===== config.mk =====
export PLATFORM = sky130hd
export DESIGN_NAME = midpoint_circle_point_generator
export DESIGN_NICKNAME = d
export VERILOG_FILES = /design/src/rtl/mcpg_pkg.sv /design/src/rtl/midpoint_circle_point_generator.sv /design/src/rtl/mcpg_front.sv /design/src/rtl/mcpg_queue.sv /design/src/rtl/mcpg_back.sv
export SDC_FILE = /design/constraint.sdc
export NUM_CORES = 1
export LEC_CHECK = 0
export BUFFER_PORTS_ARGS = -buffer_cell sky130_fd_sc_hd__buf_2
export CAP_MARGIN = 40
export CELL_PAD_IN_SITES_DETAIL_PLACEMENT = 1
export CELL_PAD_IN_SITES_GLOBAL_PLACEMENT = 1
export CORE_MARGIN = 1
export CORE_UTILIZATION = 40
export DETAILED_ROUTE_END_ITERATION = 10
export GPL_TIMING_DRIVEN = 0
export PLACE_DENSITY_LB_ADDON = 0.15
export SYNTH_ARGS = -nofsm -noshare
export SYNTH_HDL_FRONTEND = slang
export SYNTH_SLANG_ARGS = --single-unit

===== constraint.sdc =====
create_clock -name clk -period 4.31 [get_ports clk]
set_input_delay 0.862 -clock clk [delete_from_list [all_inputs] [get_ports clk]]
set_output_delay 0.862 -clock clk [all_outputs]
set_load 0.03 [all_outputs]

===== src/rtl/mcpg_pkg.sv =====
// ============================================================================
// mcpg_pkg
// Shared types and constants for the midpoint circle point generator.
// ============================================================================
package mcpg_pkg;

    // Widths of radius, coordinates and the signed decision value.
    localparam int RADIUS_BITS = 10;
    localparam int COORD_BITS  = RADIUS_BITS + 1;
    localparam int DEC_BITS    = RADIUS_BITS + 6;

    // Step queue between the front and the back part.
    localparam int QUEUE_DEPTH = 4;
    localparam int QPTR_BITS   = $clog2(QUEUE_DEPTH);

    // Decision value at the start of a run is DEC_START - 2*r.
    localparam int DEC_START      = 3;
    // Diagonal move: 4*((x+1)-(y-1)) + 10 folds into 4*(x-y) + 18.
    localparam int DEC_DIAG_ADD   = 18;
    // Axial move: 4*(x+1) + 6 folds into 4*x + 10.
    localparam int DEC_AXIAL_ADD  = 10;
    // A diagonal move ends the run when y < x + 2, an axial one when y < x + 1.
    localparam int DIAG_DONE_GAP  = 2;
    localparam int AXIAL_DONE_GAP = 1;

    // Input operation codes.
    typedef enum logic
    {
        OP_START   = 1'b0,
        OP_ADVANCE = 1'b1
    } opcode_t;

    // The eight symmetric points of one step, in output order.
    typedef enum logic [2:0]
    {
        PT_XP_YP = 3'd0,
        PT_XP_YM = 3'd1,
        PT_XM_YP = 3'd2,
        PT_XM_YM = 3'd3,
        PT_YP_XP = 3'd4,
        PT_YP_XM = 3'd5,
        PT_YM_XP = 3'd6,
        PT_YM_XM = 3'd7
    } point_slot_t;

    // One step to be drawn: center offset, current offsets and end-of-run mark.
    typedef struct packed
    {
        logic [RADIUS_BITS-1:0] radius;
        logic [RADIUS_BITS-1:0] off_x;
        logic [RADIUS_BITS-1:0] off_y;
        logic                   done;
    } step_job_t;

endpackage


===== src/rtl/midpoint_circle_point_generator.sv =====
// ============================================================================
// midpoint_circle_point_generator
// Midpoint circle point generator: start words load a radius, advance words
// produce the eight symmetric points of each step of the circle.
// ============================================================================
//
//   Channel  | Handshake        | Fields
//   ---------+------------------+----------------------------------------------
//   input    | push / full      | opcode, radius
//   result   | empty / pop      | point_x, point_y, last_of_step, circle_done
//
// The front part takes one word per cycle while the four-entry step queue has
// room; a start or idle advance word produces nothing. The back part drains
// one point per cycle while the result port is not stalled, so an active
// advance word yields eight points on the single result port. A stalled
// result port fills the queue and then raises full. Reset clears the run flag,
// the queue and the output valid flag; there is no clearing pass.
//
module midpoint_circle_point_generator
    import mcpg_pkg::*;
(
    input  logic                   clk,
    input  logic                   rst_n,
    input  logic                   push,
    output logic                   full,
    input  logic                   opcode,
    input  logic [RADIUS_BITS-1:0] radius,
    output logic                   empty,
    input  logic                   pop,
    output logic [COORD_BITS-1:0]  point_x,
    output logic [COORD_BITS-1:0]  point_y,
    output logic                   last_of_step,
    output logic                   circle_done
);

    logic      accept;
    logic      job_push;
    logic      job_pop;
    logic      q_empty;
    step_job_t job_in;
    step_job_t job_head;

    // A word is accepted while the step queue has room.
    assign accept = push && !full;

    mcpg_front u_front
    (
        .clk      (clk),
        .rst_n    (rst_n),
        .accept   (accept),
        .opcode   (opcode),
        .radius   (radius),
        .job_push (job_push),
        .job      (job_in)
    );

    mcpg_queue u_queue
    (
        .clk     (clk),
        .rst_n   (rst_n),
        .push    (job_push),
        .job_in  (job_in),
        .pop     (job_pop),
        .job_out (job_head),
        .full    (full),
        .empty   (q_empty)
    );

    mcpg_back u_back
    (
        .clk          (clk),
        .rst_n        (rst_n),
        .job_empty    (q_empty),
        .job          (job_head),
        .job_pop      (job_pop),
        .point_x      (point_x),
        .point_y      (point_y),
        .last_of_step (last_of_step),
        .circle_done  (circle_done),
        .empty        (empty),
        .pop          (pop)
    );

endmodule


===== src/rtl/mcpg_front.sv =====
// ============================================================================
// mcpg_front
// Accepts words, keeps the circle state and advances it one midpoint step per
// advance word, handing each step to the back part as a job.
// ============================================================================
module mcpg_front
    import mcpg_pkg::*;
(
    input  logic                   clk,
    input  logic                   rst_n,
    input  logic                   accept,
    input  logic                   opcode,
    input  logic [RADIUS_BITS-1:0] radius,
    output logic                   job_push,
    output step_job_t              job
);

    logic                          running_reg, running_next;
    logic [RADIUS_BITS-1:0]        radius_reg, radius_next;
    logic [RADIUS_BITS-1:0]        x_reg, x_next;
    logic [RADIUS_BITS-1:0]        y_reg, y_next;
    logic signed [DEC_BITS-1:0]    dec_reg, dec_next;

    logic signed [DEC_BITS-1:0]    x_s, y_s;
    logic signed [DEC_BITS-1:0]    dec_step;
    logic [RADIUS_BITS-1:0]        y_step;
    logic [COORD_BITS-1:0]         x_wide, y_wide;
    logic                          step_done;
    logic                          is_advance;

    // Midpoint step from the current state.
    always_comb
    begin
        x_s    = signed'(DEC_BITS'(x_reg));
        y_s    = signed'(DEC_BITS'(y_reg));
        x_wide = COORD_BITS'(x_reg);
        y_wide = COORD_BITS'(y_reg);
        if (dec_reg > signed'(DEC_BITS'(0)))
        begin
            y_step    = y_reg - RADIUS_BITS'(1);
            dec_step  = dec_reg + ((x_s - y_s) <<< 2) + signed'(DEC_BITS'(DEC_DIAG_ADD));
            step_done = y_wide < (x_wide + COORD_BITS'(DIAG_DONE_GAP));
        end
        else
        begin
            y_step    = y_reg;
            dec_step  = dec_reg + (x_s <<< 2) + signed'(DEC_BITS'(DEC_AXIAL_ADD));
            step_done = y_wide < (x_wide + COORD_BITS'(AXIAL_DONE_GAP));
        end
    end

    // A job goes out for each advance word while a run is active.
    assign is_advance = (opcode_t'(opcode) == OP_ADVANCE);
    assign job_push   = accept && is_advance && running_reg;
    assign job.radius = radius_reg;
    assign job.off_x  = x_reg;
    assign job.off_y  = y_reg;
    assign job.done   = step_done;

    // Next state on an accepted word.
    always_comb
    begin
        running_next = running_reg;
        radius_next  = radius_reg;
        x_next       = x_reg;
        y_next       = y_reg;
        dec_next     = dec_reg;
        if (accept)
        begin
            if (!is_advance)
            begin
                running_next = 1'b1;
                radius_next  = radius;
                x_next       = '0;
                y_next       = radius;
                dec_next     = signed'(DEC_BITS'(DEC_START))
                             - (signed'(DEC_BITS'(radius)) <<< 1);
            end
            else if (running_reg)
            begin
                if (step_done)
                begin
                    running_next = 1'b0;
                end
                else
                begin
                    x_next   = x_reg + RADIUS_BITS'(1);
                    y_next   = y_step;
                    dec_next = dec_step;
                end
            end
        end
    end

    // Run flag is control state; the rest is cleared for a defined start.
    always_ff @(posedge clk or negedge rst_n)
    begin
        if (!rst_n)
        begin
            running_reg <= 1'b0;
            radius_reg  <= '0;
            x_reg       <= '0;
            y_reg       <= '0;
            dec_reg     <= '0;
        end
        else
        begin
            running_reg <= running_next;
            radius_reg  <= radius_next;
            x_reg       <= x_next;
            y_reg       <= y_next;
            dec_reg     <= dec_next;
        end
    end

endmodule


===== src/rtl/mcpg_queue.sv =====
// ============================================================================
// mcpg_queue
// Short register queue of step jobs between the front and the back part.
// ============================================================================
module mcpg_queue
    import mcpg_pkg::*;
(
    input  logic      clk,
    input  logic      rst_n,
    input  logic      push,
    input  step_job_t job_in,
    input  logic      pop,
    output step_job_t job_out,
    output logic      full,
    output logic      empty
);

    step_job_t              slot_reg [QUEUE_DEPTH];
    logic [QPTR_BITS-1:0]   wr_ptr_reg, wr_ptr_next;
    logic [QPTR_BITS-1:0]   rd_ptr_reg, rd_ptr_next;
    logic [QPTR_BITS:0]     count_reg, count_next;
    logic                   do_push, do_pop;

    // Status and head of the queue.
    assign full    = (count_reg == (QPTR_BITS+1)'(QUEUE_DEPTH));
    assign empty   = (count_reg == '0);
    assign job_out = slot_reg[rd_ptr_reg];
    assign do_push = push && !full;
    assign do_pop  = pop && !empty;

    // Pointer and count update.
    always_comb
    begin
        wr_ptr_next = do_push ? wr_ptr_reg + QPTR_BITS'(1) : wr_ptr_reg;
        rd_ptr_next = do_pop ? rd_ptr_reg + QPTR_BITS'(1) : rd_ptr_reg;
        count_next  = count_reg;
        if (do_push && !do_pop)
        begin
            count_next = count_reg + (QPTR_BITS+1)'(1);
        end
        else if (do_pop && !do_push)
        begin
            count_next = count_reg - (QPTR_BITS+1)'(1);
        end
    end

    always_ff @(posedge clk or negedge rst_n)
    begin
        if (!rst_n)
        begin
            wr_ptr_reg <= '0;
            rd_ptr_reg <= '0;
            count_reg  <= '0;
        end
        else
        begin
            wr_ptr_reg <= wr_ptr_next;
            rd_ptr_reg <= rd_ptr_next;
            count_reg  <= count_next;
        end
    end

    // Job storage needs no reset.
    always_ff @(posedge clk)
    begin
        if (do_push)
        begin
            slot_reg[wr_ptr_reg] <= job_in;
        end
    end

endmodule


===== src/rtl/mcpg_back.sv =====
// ============================================================================
// mcpg_back
// Expands the queue head job into its eight symmetric points through an
// output register, one per cycle while the register is free or being taken.
// ============================================================================
module mcpg_back
    import mcpg_pkg::*;
(
    input  logic                  clk,
    input  logic                  rst_n,
    input  logic                  job_empty,
    input  step_job_t             job,
    output logic                  job_pop,
    output logic [COORD_BITS-1:0] point_x,
    output logic [COORD_BITS-1:0] point_y,
    output logic                  last_of_step,
    output logic                  circle_done,
    output logic                  empty,
    input  logic                  pop
);

    point_slot_t            slot_reg, slot_next;
    logic                   out_valid_reg, out_valid_next;
    logic [COORD_BITS-1:0]  px_reg, py_reg;
    logic                   last_reg, done_reg;

    logic [COORD_BITS-1:0]  r_w, x_w, y_w;
    logic [COORD_BITS-1:0]  rx_p, rx_m, ry_p, ry_m;
    logic [COORD_BITS-1:0]  px_new, py_new;
    logic                   slot_last;
    logic                   out_free, emit;

    // Coordinates around the center, wrapping at the coordinate width.
    always_comb
    begin
        r_w  = COORD_BITS'(job.radius);
        x_w  = COORD_BITS'(job.off_x);
        y_w  = COORD_BITS'(job.off_y);
        rx_p = r_w + x_w;
        rx_m = r_w - x_w;
        ry_p = r_w + y_w;
        ry_m = r_w - y_w;
    end

    // Point selected by the current slot.
    always_comb
    begin
        unique case (slot_reg)
            PT_XP_YP: begin px_new = rx_p; py_new = ry_p; end
            PT_XP_YM: begin px_new = rx_p; py_new = ry_m; end
            PT_XM_YP: begin px_new = rx_m; py_new = ry_p; end
            PT_XM_YM: begin px_new = rx_m; py_new = ry_m; end
            PT_YP_XP: begin px_new = ry_p; py_new = rx_p; end
            PT_YP_XM: begin px_new = ry_p; py_new = rx_m; end
            PT_YM_XP: begin px_new = ry_m; py_new = rx_p; end
            PT_YM_XM: begin px_new = ry_m; py_new = rx_m; end
            default:  begin px_new = rx_p; py_new = ry_p; end
        endcase
    end

    // Emit when a job waits and the output register is free or being taken.
    assign slot_last = (slot_reg == PT_YM_XM);
    assign out_free  = !out_valid_reg || pop;
    assign emit      = !job_empty && out_free;
    assign job_pop   = emit && slot_last;

    always_comb
    begin
        slot_next      = slot_reg;
        out_valid_next = out_valid_reg;
        if (emit)
        begin
            slot_next      = point_slot_t'(slot_reg + 3'd1);
            out_valid_next = 1'b1;
        end
        else if (pop)
        begin
            out_valid_next = 1'b0;
        end
    end

    always_ff @(posedge clk or negedge rst_n)
    begin
        if (!rst_n)
        begin
            slot_reg      <= PT_XP_YP;
            out_valid_reg <= 1'b0;
        end
        else
        begin
            slot_reg      <= slot_next;
            out_valid_reg <= out_valid_next;
        end
    end

    // Output word register.
    always_ff @(posedge clk)
    begin
        if (emit)
        begin
            px_reg   <= px_new;
            py_reg   <= py_new;
            last_reg <= slot_last;
            done_reg <= slot_last && job.done;
        end
    end

    assign point_x      = px_reg;
    assign point_y      = py_reg;
    assign last_of_step = last_reg;
    assign circle_done  = done_reg;
    assign empty        = !out_valid_reg;

endmodule

* After elaboration in Yosys (flattened, before gate mapping) *
Memory sizes are Yosys's and may differ from the RTL's.
Cells that the tools add are included.

word-level totals
  register bits after elaboration = 82
  latch bits = 0
  memory bits (writable) = 124
  ROM bits = 0
  memories = 1

operators by class
  $add $sub $neg = 19
  multiply operators = 0
  divide/modulo/power cells = 0
  order comparisons = 3
  equal/unequal tests = 11
  shifts and indexed selects = 0
  mux-type cells = 23
  bitwise logic cells = 1
  reductions and logical operators = 31

memories
  memory            depth  width  read ports  clocked after Yosys merged registers in  write ports  line              source
  u_queue.slot_reg  4      31     1           0                                        1            mcpg_queue.sv:18  step_job_t slot_reg [QUEUE_DEPTH];

operator list
  kind                     count
  $pmux W11 S4             2
  $mux W10                 7
  $mux W16                 4
  $sub A10 B10 Y11         3
  $add A10 B10 Y11         2
  $lt A10 B11 Y1           2
  $add A16 B13 Y16         1
  $add A16 B16 Y16         1
  $add A16 B5 Y16 const B  1
  $add A16 B6 Y16 const B  1
  $gt A16 B1 Y1 const B    1
  $reduce_or A2 Y1         8
  $eq A3 B3 Y1 const B     5
  $sub A2 B11 Y12 const A  1
  $add A10 B1 Y11 const B  1
  $add A10 B2 Y11 const B  1
  $add A10 B1 Y10 const B  1
  $logic_and A1 B1 Y1      10
  $sub A10 B1 Y10 const B  1
  $mux W1                  8
  $add A3 B1 Y3 const B    2
  $eq A3 B2 Y1 const B     2
  $logic_not A3 Y1         2
  $mux W3                  2
  other kinds (12)         19

* Longest topological paths before layout *
Gate-level depths: netlist of the first run.

  depth after elaboration = 10
  depth in mapped cells = 19

* Hierarchy *
Synthesis of the first run repeated with hierarchy kept, for this count alone.

unflattened totals
  cells, all modules = 1175
  area total of the unflattened synthesis = 13327.8 µm²

by module, submodules not included
  module                           instances  cells an instance  area an instance (µm²)  sequential area each (µm²)
  mcpg_queue                       1          198                4944.7                  3898.7
  mcpg_front                       1          569                4828.4                  1176.1
  mcpg_back                        1          407                3540.9                  820.8
  midpoint_circle_point_generator  1          1                  13.8                    0.0

* Worst setup path before layout of the first run *
No wires, ideal clock.

  kind = register to register
  from = reg u_front.y_reg[1]
  to = reg u_front.dec_reg[12]
  arrival time = 3.778 ns
  slack = 0.407 ns
  cell stages (with the launch flop) = 19
  path buffers = 0
  period minus slack after synthesis = 3.903 ns
  cells stage by stage = dfrtp_1 -> inv_1 -> ha_1 -> nor2b_1 -> o21ai_0 -> a21boi_0 -> o21ai_0 -> a21oi_1 -> o21ai_0 -> or4b_1 -> o311ai_0 -> ha_1 -> ha_1 -> a21oi_1 -> o21ai_0 -> xnor2_1 -> a31oi_1 -> o21ai_0 -> mux2_2

on the way
  longest elaborated chain between the ends = 7
  elaborated cells on any way between the ends = 12
  classes of those cells = 3 x add/sub; 2 x order compare; 1 x eq/ne; 5 x mux; 1 x reduce/logical

ends and longest elaborated chain
  element                 line               source
  from (decl)             mcpg_front.sv:21   logic [RADIUS_BITS-1:0] y_reg, y_next;
  from (signal assigned)  mcpg_front.sv:111  y_reg <= y_next;
  $sub A10 B10 Y11        mcpg_front.sv:41   dec_step = dec_reg + ((x_s - y_s) <<< 2) + signed'(DEC_BITS'(DEC_DIAG_ADD));
  $add A16 B16 Y16        mcpg_front.sv:41
  $add A16 B6 Y16         mcpg_front.sv:41
  $mux W16                mcpg_front.sv:38   if (dec_reg > signed'(DEC_BITS'(0)))
  $mux W16                mcpg_front.sv:81   if (step_done)
  $mux W16                mcpg_front.sv:79   else if (running_reg)
  $mux W16                mcpg_front.sv:70   if (!is_advance)
  to (signal assigned)    mcpg_front.sv:112  dec_reg <= dec_next;
  to (decl)               mcpg_front.sv:22   logic signed [DEC_BITS-1:0] dec_reg, dec_next;

Parallel ways exist; a longest one is shown, timed or not. The select of a mux whose other input is x is not followed.
A chain may end at the register's enable or synchronous reset.

* Worst setup path after layout of the first run *
  from = reg u_front.x_reg[0]
  to = reg u_front.dec_reg[15]

on the way
  longest elaborated chain between the ends = 7
  elaborated cells on any way between the ends = 16
  classes of those cells = 7 x add/sub; 2 x order compare; 1 x eq/ne; 5 x mux; 1 x reduce/logical

ends and longest elaborated chain
  element                 line               source
  from (decl)             mcpg_front.sv:20   logic [RADIUS_BITS-1:0] x_reg, x_next;
  from (signal assigned)  mcpg_front.sv:110  x_reg <= x_next;
  $sub A10 B10 Y11        mcpg_front.sv:41
  $add A16 B16 Y16        mcpg_front.sv:41
  $add A16 B6 Y16         mcpg_front.sv:41
  $mux W16                mcpg_front.sv:38
  $mux W16                mcpg_front.sv:81
  $mux W16                mcpg_front.sv:79
  $mux W16                mcpg_front.sv:70

Parallel ways exist; a longest one is shown, timed or not. The select of a mux whose other input is x is not followed.

==> metrics.txt, run 1 <==
status=finished clean; sequential fraction of the synthesis area=0.455; Slew @ Worst Pin=roughly 0.9 ns; count of cell types in the netlist=73; Hold Crit Class=in -> async; multiplexer area fraction after synthesis=0.0638; crit path kind=reg -> reg; die area=roughly 33,000 µm²; total gr overflow=0; RSZ-0062 raised after global routing=yes; complex-gate fraction of the synthesized area=0.150; Rows=65; adder-cell share of the synthesized area=0.140; fmax=243 MHz; drt pass-1 iters=4; Ys Warns=0; routed len/inst=21.3 µm; global-route wire length before repair=56.5 mm; share of the synthesized area in the top cell type=0.343; root buffer cell=clkbuf_16; iteration-0 DRC count of the detailed router=425; CP Capture Type=flop; reg2reg end=u_front.dec_reg[15]$_DFFE_PN0N_; Critical Path RT=4.73 ns; cells on worst reg2reg path=18; Critical Path Start Type=flop; simple logic cell fraction of the synthesized area=0.104; post-route clock skew=~0.019 ns; WP buf/inv=2; H-tree levels=1; crit-path max FO=4; Layout area overhead=13.8%; share of cells above drive strength 1=0.144; pin count of the biggest net entering global routing=35; max FFs per register=124; Clock transition at path regs=~0.060 ns; Cell Chain, Critical Path=inv_1 -> ha_1 -> inv_1 -> fa_1 -> a21o_1 -> a221o_1 -> nor2_2 -> xnor2_1 -> ha_1 -> ha_4 -> a21o_1 -> a21oi_1 -> o21ai_2 -> a21oi_2 -> o21ai_1 -> a31oi_1 -> xnor2_1 -> o311ai_1; CTS tree=yes; crit path DAT=4.54 ns; Synth Instances=roughly 1,200; Hold Vio Cnt, Final=0; Yosys top cell by area=edfxtp_1; flops & latches, synth=206; initial antenna violation count=0; routed vias=approximately 9,400; Sum Neg Setup Slack=0 ns; clock tree sinks=206; fraction of registers with async set/reset=0.282; hold buffers post-CTS=0; R2R setup slack=0.19 ns; number of remaining DRC errors=0; post-route ant nets=0; vias in the first global route=10,200; pre-CTS setup slack=-0.489 ns; largest family of logic cells by synthesized area=compound AO/OA/AOI/OAI gates; relative slew slack=0.403; Post-synth EDFFs=148; Synth Net Count=1,320; crit-path leading delay family=compound AO/OA/AOI/OAI gates; Worst path slowest cell=dfrtp_2; # diodes=0; total wire length=35.5 mm; mapped cell area=13,000 µm²; Max stage delay on crit path=roughly 0.4 ns; Core Util, Final=0.465; clk buf depth=3; DR vias/cell=roughly 5.6; die height=182 µm; fin. max-slew vios=0; Setup-failing EPs final=0; TritonCTS Buffers=25; IO Count=41; chip width=182 µm; final worst-path cycle share=0.955; gr usage total=0.220; final net count=approximately 1,400; syn avg cell area=roughly 11 µm²; Max-Cap Viols=0; most common cell after layout, fill and taps aside=edfxtp_1; Post-Synth XOR/XNOR Area=0.0513; I/O Buffers=40; Post-DP HPWL=27.1 mm; Core Region=31,700 µm²; Main synth FF type=edfxtp_1; Clock Latency Late Sink=0.53 ns; Period minus WS final=4.12 ns; Final Worst Setup Slack=0.192 ns; GPL Wtd Cong=around 0.85; Reg-to-Reg Start=u_front.x_reg[0]$_DFFE_PN0N_; most used cells in the layout excluding fill and tap cells=148 x edfxtp_1, 130 x ha_1, 86 x nand2_1; Initial Util=0.409; top cells by area, synth=edfxtp_1 34%, ha_1 13%, dfrtp_1 11%
-- routing by layer --
metal | up-vias | share of wire | track usage
met2 | 161 | 0.52 | 0.414
met1 | 4704 | 0.42 | 0.262
li1 | 4489 | - | -
met3 | 68 | 0.024 | 0.0208
met5 | - | 0 | 0
met4 | 0 | 0.036 | 0.0746
-- area by class of cell --
class | count | area, µm²
plain buffers | 38 | 158
clock buffers | 30 | 644
clock inverters | 13 | 106
fillers | 3469 | 17000
inverters | 84 | 315
multi-input cells | 836 | 6680
flip-flops and latches | 206 | 5900
well taps | 402 | 503
repair buffers | 60 | 447
-- worst max path at each step --
stage,start,to,slack (ns),cells after the start
finish,u_front.x_reg[0]$_DFFE_PN0N_,u_front.dec_reg[15]$_DFFE_PN0N_,0.19,18
global route,u_front.y_reg[2]$_DFFE_PN0P_,u_front.dec_reg[14]$_DFFE_PN0N_,-0.06,18
CTS,u_front.y_reg[0]$_DFFE_PN0P_,u_front.dec_reg[12]$_DFFE_PN0N_,0.02,17
detailed placement,u_front.y_reg[1]$_DFFE_PN0P_,u_front.dec_reg[14]$_DFFE_PN0N_,-0.49,19
global placement,pop,u_queue.count_reg[1]$_DFFE_PN0P_,-0.98,8
floorplan,u_front.y_reg[1]$_DFFE_PN0P_,u_front.dec_reg[12]$_DFFE_PN0N_,0.41,18
-- stage by stage --
step                      std cells  hold WS, ns  area, µm²
after CTS                      1667        0.264      14700
after detailed placement       1619        0.466      13900
after global placement         1607        0.459      13700
after global routing           1669        0.288      14800
after floorplan                1165        0.436      13000
final                          1669        0.276      14800
-- logic make-up after synthesis --
kind of cell / count (synthesis)
simple gates: 286
flops: 206
buf+inv: 123
xor+xnor: 76
mux: 43
compound gates: 291
fa+ha+maj: 140
-- Yosys cell counts, drive strengths merged, types with 6 or more instances --
master,n
edfxtp,148
ha,132
nand2,86
inv,84
nor2,79
o21ai,77
a21oi,65
dfrtp,58
xnor2,51
mux4,31
xor2,25
clkbuf,23
nand3,23
nor3,22
a21o,19
o22ai,19
buf,16
o211ai,15
and3,14
nor2b,13
o221ai,12
a31oi,11
nand2b,10
or3,9
and2,8
fa,8
mux2,7
a221oi,6
o21a,6
o31ai,6
-- what timing repair did --
item                                    in CTS  in global routing
endpoints found under the setup margin       5                 15
setup buffers                                5                  3
pin swaps                                    2                  7
resized for setup                           10                 17
Power of run 1 is not shown: default switching activity piles up to over one toggle a cycle in this logic, so the estimate is an artifact.
==> run 2: changes to the inputs <==
Settings changed: CORE_UTILIZATION 40 to 45.
==> metrics.txt, run 2 (synthesized netlist as in run 1, its figures left out) <==
routed vias=9,531; Core Region=28,100 µm²; GPL Wtd Cong=approximately 0.90; CTS tree=yes; most common cell after layout, fill and taps aside=edfxtp_1; die area=29,500 µm²; gr usage total=0.255; Cell Chain, Critical Path=buf_4 -> ha_1 -> nand3_1 -> or2_2 -> clkbuf_1 -> nor2_1 -> xnor2_1 -> ha_1 -> a31o_2 -> o32ai_1 -> a21oi_2 -> a21boi_1 -> nand2b_1 -> buf_2 -> or3_1 -> o21ai_0; pin count of the biggest net entering global routing=32; Final Worst Setup Slack=about 0.24 ns; crit-path max FO=11; Post-DP HPWL=27.2 mm; M1 WL=15.0 mm; max FFs per register=124; share of cells above drive strength 1=0.150; Hold Crit Class=in -> async; number of remaining DRC errors=0; die height=around 170 µm; Clock Latency Late Sink=0.52 ns; iteration-0 DRC count of the detailed router=between 400 and 500; fmax=~250 MHz; Met3 Wirelength=904 µm; I/O Buffers=40; Max-Cap Viols=0; CP Capture Type=flop; clock tree sinks=206; drt pass-1 iters=5; final net count=1,401; DP Area=13,800 µm²; Core Util, Final=0.527; CP dominant cell by count=ha_1; global-route wire length before repair=57.3 mm; post-route ant nets=0; Hold Vio Cnt, Final=0; Critical Path Start Type=flop; DR vias/cell=just under 6; post-route clock skew=roughly 0.011 ns; pre-CTS setup slack=-0.452 ns; fin. max-slew vios=0; Rows=~60; IO Count=41; final worst-path cycle share=0.945; cells on worst reg2reg path=16; initial antenna violation count=0; Slew @ Worst Pin=0.894 ns; final instance area=14,800 µm²; Initial Util=0.462; Max stage delay on crit path=around 0.44 ns; TritonCTS Buffers=24; relative slew slack=0.400; routed len/inst=21.9 µm; RSZ-0062 raised after global routing=no; Layout area overhead=14.1%; most used cells in the layout excluding fill and tap cells=148 x edfxtp_1, 130 x ha_1, 86 x nand2_1; clk buf depth=3; Critical Path RT=4.70 ns; Setup-failing EPs final=0; root buffer cell=clkbuf_16; Period minus WS final=approximately 4.1 ns; WL met2=19.1 mm; Worst path slowest cell=a21boi_1; H-tree levels=1; Clock transition at path regs=around 0.060 ns; chip width=approximately 170 µm; total gr overflow=0; vias in the first global route=10,200; crit path DAT=4.47 ns; crit path kind=reg -> reg; status=finished clean; # diodes=0; uppermost layer routed=met4; total wire length=35.9 mm; Sum Neg Setup Slack=0 ns
run 2: metrics by stage:
stage          hold slack, ns  cells
3_3_place_gp            0.464   1583
5_1_grt                 0.303   1642
6_report                0.284   1642
3_5_place_dp            0.467   1594
2_1_floorplan           0.436   1165
4_1_cts                 0.280   1641
run 2: repair_timing:
item                       in CTS  in global routing
setup endpoints to repair      13                 18
hold buffers                    0                  0
setup buffers                   4                  1
cloned                          0                  0
resized for setup              11                 19
pin swaps                       1                  8
run 2: metal layers:
layer	up-vias	global-route usage
met4	0	0.0804
met5	-	0
met3	60	0.0225
met2	164	0.487
li1	4487	-
met1	4820	0.300
run 2: critical path, delay by kind of cell (launching register included):
family                     cells  cell delay [ns]
adders and majority gates      2             0.56
DFF                            1             0.39
AOI/OAI and AO/OA              5             1.12
buffers and inverters          3             0.68
and+or+nand+nor                5             1.03
xor gates and xnor gates       1             0.17
run 2: final cells by class:
class,count,area (µm²)
clock buffer,29,671
inverter,84,315
tap,378,473
sequential,206,5900
timing repair buffer,56,417
clock inverter,15,179
buffer,38,160
fill,3030,13300
multi-input combinational,836,6680
run 2: worst paths after layout:
| kind | startpoint | endpoint | slack (ns) |
|---|---|---|---|
| worst max-delay path | u_front.x_reg[1]$_DFFE_PN0N_ | u_front.x_reg[3]$_DFFE_PN0N_ | 0.24 |
| worst min-delay path | rst_n | u_front.x_reg[0]$_DFFE_PN0N_ | 0.28 |
| worst max register to register | u_front.x_reg[1]$_DFFE_PN0N_ | u_front.x_reg[3]$_DFFE_PN0N_ | 0.24 |
| worst min register to register | u_front.running_reg$_DFFE_PN0P_ | u_front.running_reg$_DFFE_PN0P_ | 0.48 |
| max in group asynchronous | rst_n | u_front.y_reg[5]$_DFFE_PN0P_ | 3.47 |
| min in group clk | u_front.running_reg$_DFFE_PN0P_ | u_front.running_reg$_DFFE_PN0P_ | 0.48 |
Power of run 2 is left out for the same reason.
==> run 3: changes to the inputs <==
Settings changed: MAX_ROUTING_LAYER from default to met4, SETUP_SLACK_MARGIN from default to 0.3.
==> metrics.txt, run 3 (synthesized netlist as in run 1, its figures left out) <==
number of remaining DRC errors=0; H-tree levels=1; TritonCTS Buffers=24; GPL Wtd Cong=~0.90; DR vias/cell=5.83; die height=172 µm; share of cells above drive strength 1=0.186; max FFs per register=~120; routed len/inst=around 22 µm; most used cells in the layout excluding fill and tap cells=148 x edfxtp_1, 122 x ha_1, 86 x nand2_1; crit path kind=reg -> reg; RSZ-0062 raised after global routing=yes; post-route ant nets=0; Critical Path RT=~4.7 ns; CTS tree=yes; global-route wire length before repair=about 58 mm; post-route clock skew=just under 0.009 ns; Hold WS=0.291 ns; iteration-0 DRC count of the detailed router=541; clock tree sinks=206; chip width=172 µm; relative slew slack=0.407; root buffer cell=clkbuf_16; crit-path max FO=4; Inst Count DP=1,594; total wire length=36.6 mm; IO Count=between 40 and 50; Rows=61; routed vias=9,649; reg2reg end=u_front.dec_reg[14]$_DFFE_PN0N_; drt pass-1 iters=5; cells on worst reg2reg path=19; Initial Util=0.462; die area=just under 30,000 µm²; Post-DP HPWL=27.4 mm; Sum Neg Setup Slack=0 ns; # diodes=0; initial antenna violation count=0; clk buf depth=3; Clock Latency Late Sink=around 0.52 ns; final worst-path cycle share=0.898; crit path DAT=4.27 ns; CP Capture Type=flop; DP Area=13,800 µm²; Hold Crit Class=in -> async; Critical Path Start=u_front.x_reg[0]$_DFFE_PN0N_; Max-Cap Viols=0; Layout area overhead=17.0%; # fillers=2,996; fin. max-slew vios=0; Hold Vio Cnt, Final=0; I/O Buffers=40; vias in the first global route=10,400; Cell Chain, Critical Path=inv_2 -> ha_4 -> inv_2 -> fa_2 -> a21o_1 -> a221o_1 -> buf_6 -> o211a_1 -> o21a_1 -> nor2_4 -> ha_4 -> ha_4 -> inv_2 -> o21bai_1 -> a21oi_2 -> o31ai_4 -> xor2_1 -> a22oi_1 -> o211ai_1; pin count of the biggest net entering global routing=32; Worst path slowest cell=dfrtp_2; most common cell after layout, fill and taps aside=edfxtp_1; worst setup path end=u_front.dec_reg[14]$_DFFE_PN0N_; R2R setup slack=0.44 ns; fmax=258 MHz; Core Region=roughly 28,000 µm²; Clock transition at path regs=0.06 ns; Period minus WS final=3.87 ns; Critical Path Start Type=flop; Setup-failing EPs final=0; total gr overflow=0; final instance area=15,200 µm²; gr usage total=0.263; Reg-to-Reg Start=u_front.x_reg[0]$_DFFE_PN0N_; Slew @ Worst Pin=between 0.8 and 0.9 ns; final net count=1,414; final non-filler cell total=1,654; status=finished clean; Max stage delay on crit path=0.42 ns
[run 3: cell types whose count changed in the layout (fill, tap and decap cells not counted), sizes merged]
cell      previous run  this run
buf                 69        83
clkinv               8         4
bufinv               3         5
clkbuf              54        53
clkinvlp             2         3
[run 3: worst max-delay path, delay by kind of cell (launching register included)]
kind | cells | cell delay (ns)
AO/OA/AOI/OAI | 9 | 1.69
adder cells (fa/ha/maj) | 4 | 0.99
flip-flops | 1 | 0.42
buffers and inverters | 4 | 0.35
XOR/XNOR | 1 | 0.15
AND/OR/NAND/NOR | 1 | 0.14
[run 3: per-layer routing]
| layer | global-route usage | part of all wire | up-vias | wire length (µm) |
|---|---|---|---|---|
| met2 | 0.488 | 0.53 | 171 | 19500 |
| met5 | - | 0 | - | 0 |
| met4 | 0.0746 | 0.028 | 0 | 1040 |
| met3 | 0.0237 | 0.026 | 60 | 944 |
| li1 | - | - | 4515 | - |
| met1 | 0.302 | 0.41 | 4903 | 15200 |
[run 3: cell type report]
class	count	area (µm²)	share of cell area
timing repair buffer	68	518	0.0341
sequential	206	5910	0.389
tap	378	473	0.0312
multi-input combinational	836	6930	0.457
clock inverter	14	213	0.0140
inverter	84	318	0.0209
clock buffer	29	641	0.0422
buffer	39	174	0.0115
[run 3: timing repair]
action | 4_1_cts | 5_1_grt
hold endpoints to repair | 0 | 0
gates resized for setup | 39 | 58
buffers inserted | 10 | 7
setup endpoints to repair | 34 | 31
pin swaps | 18 | 30
hold buffers | 0 | 0
[run 3: how the worst min path moves through the flow]
stage	start	to	slack (ns)
finish	rst_n	u_front.radius_reg[2]$_DFFE_PN0P_	0.29
detailed placement	u_front.running_reg$_DFFE_PN0P_	u_front.running_reg$_DFFE_PN0P_	0.48
floorplan	u_front.dec_reg[0]$_DFFE_PN0P_	u_front.dec_reg[0]$_DFFE_PN0P_	0.44
global route	rst_n	u_queue.count_reg[2]$_DFFE_PN0P_	0.31
CTS	rst_n	u_queue.rd_ptr_reg[1]$_DFFE_PN0P_	0.29
global placement	u_front.running_reg$_DFFE_PN0P_	u_front.running_reg$_DFFE_PN0P_	0.46
[run 3: per-stage QoR]
step | util | worst slack [ns]
3_3_place_gp | 0.486 | -0.703
6_report | 0.540 | 0.437
2_1_floorplan | - | 0.407
3_5_place_dp | 0.493 | -0.428
4_1_cts | 0.530 | 0.296
5_1_grt | 0.540 | 0.231
Power of run 3 is left out for the same reason.
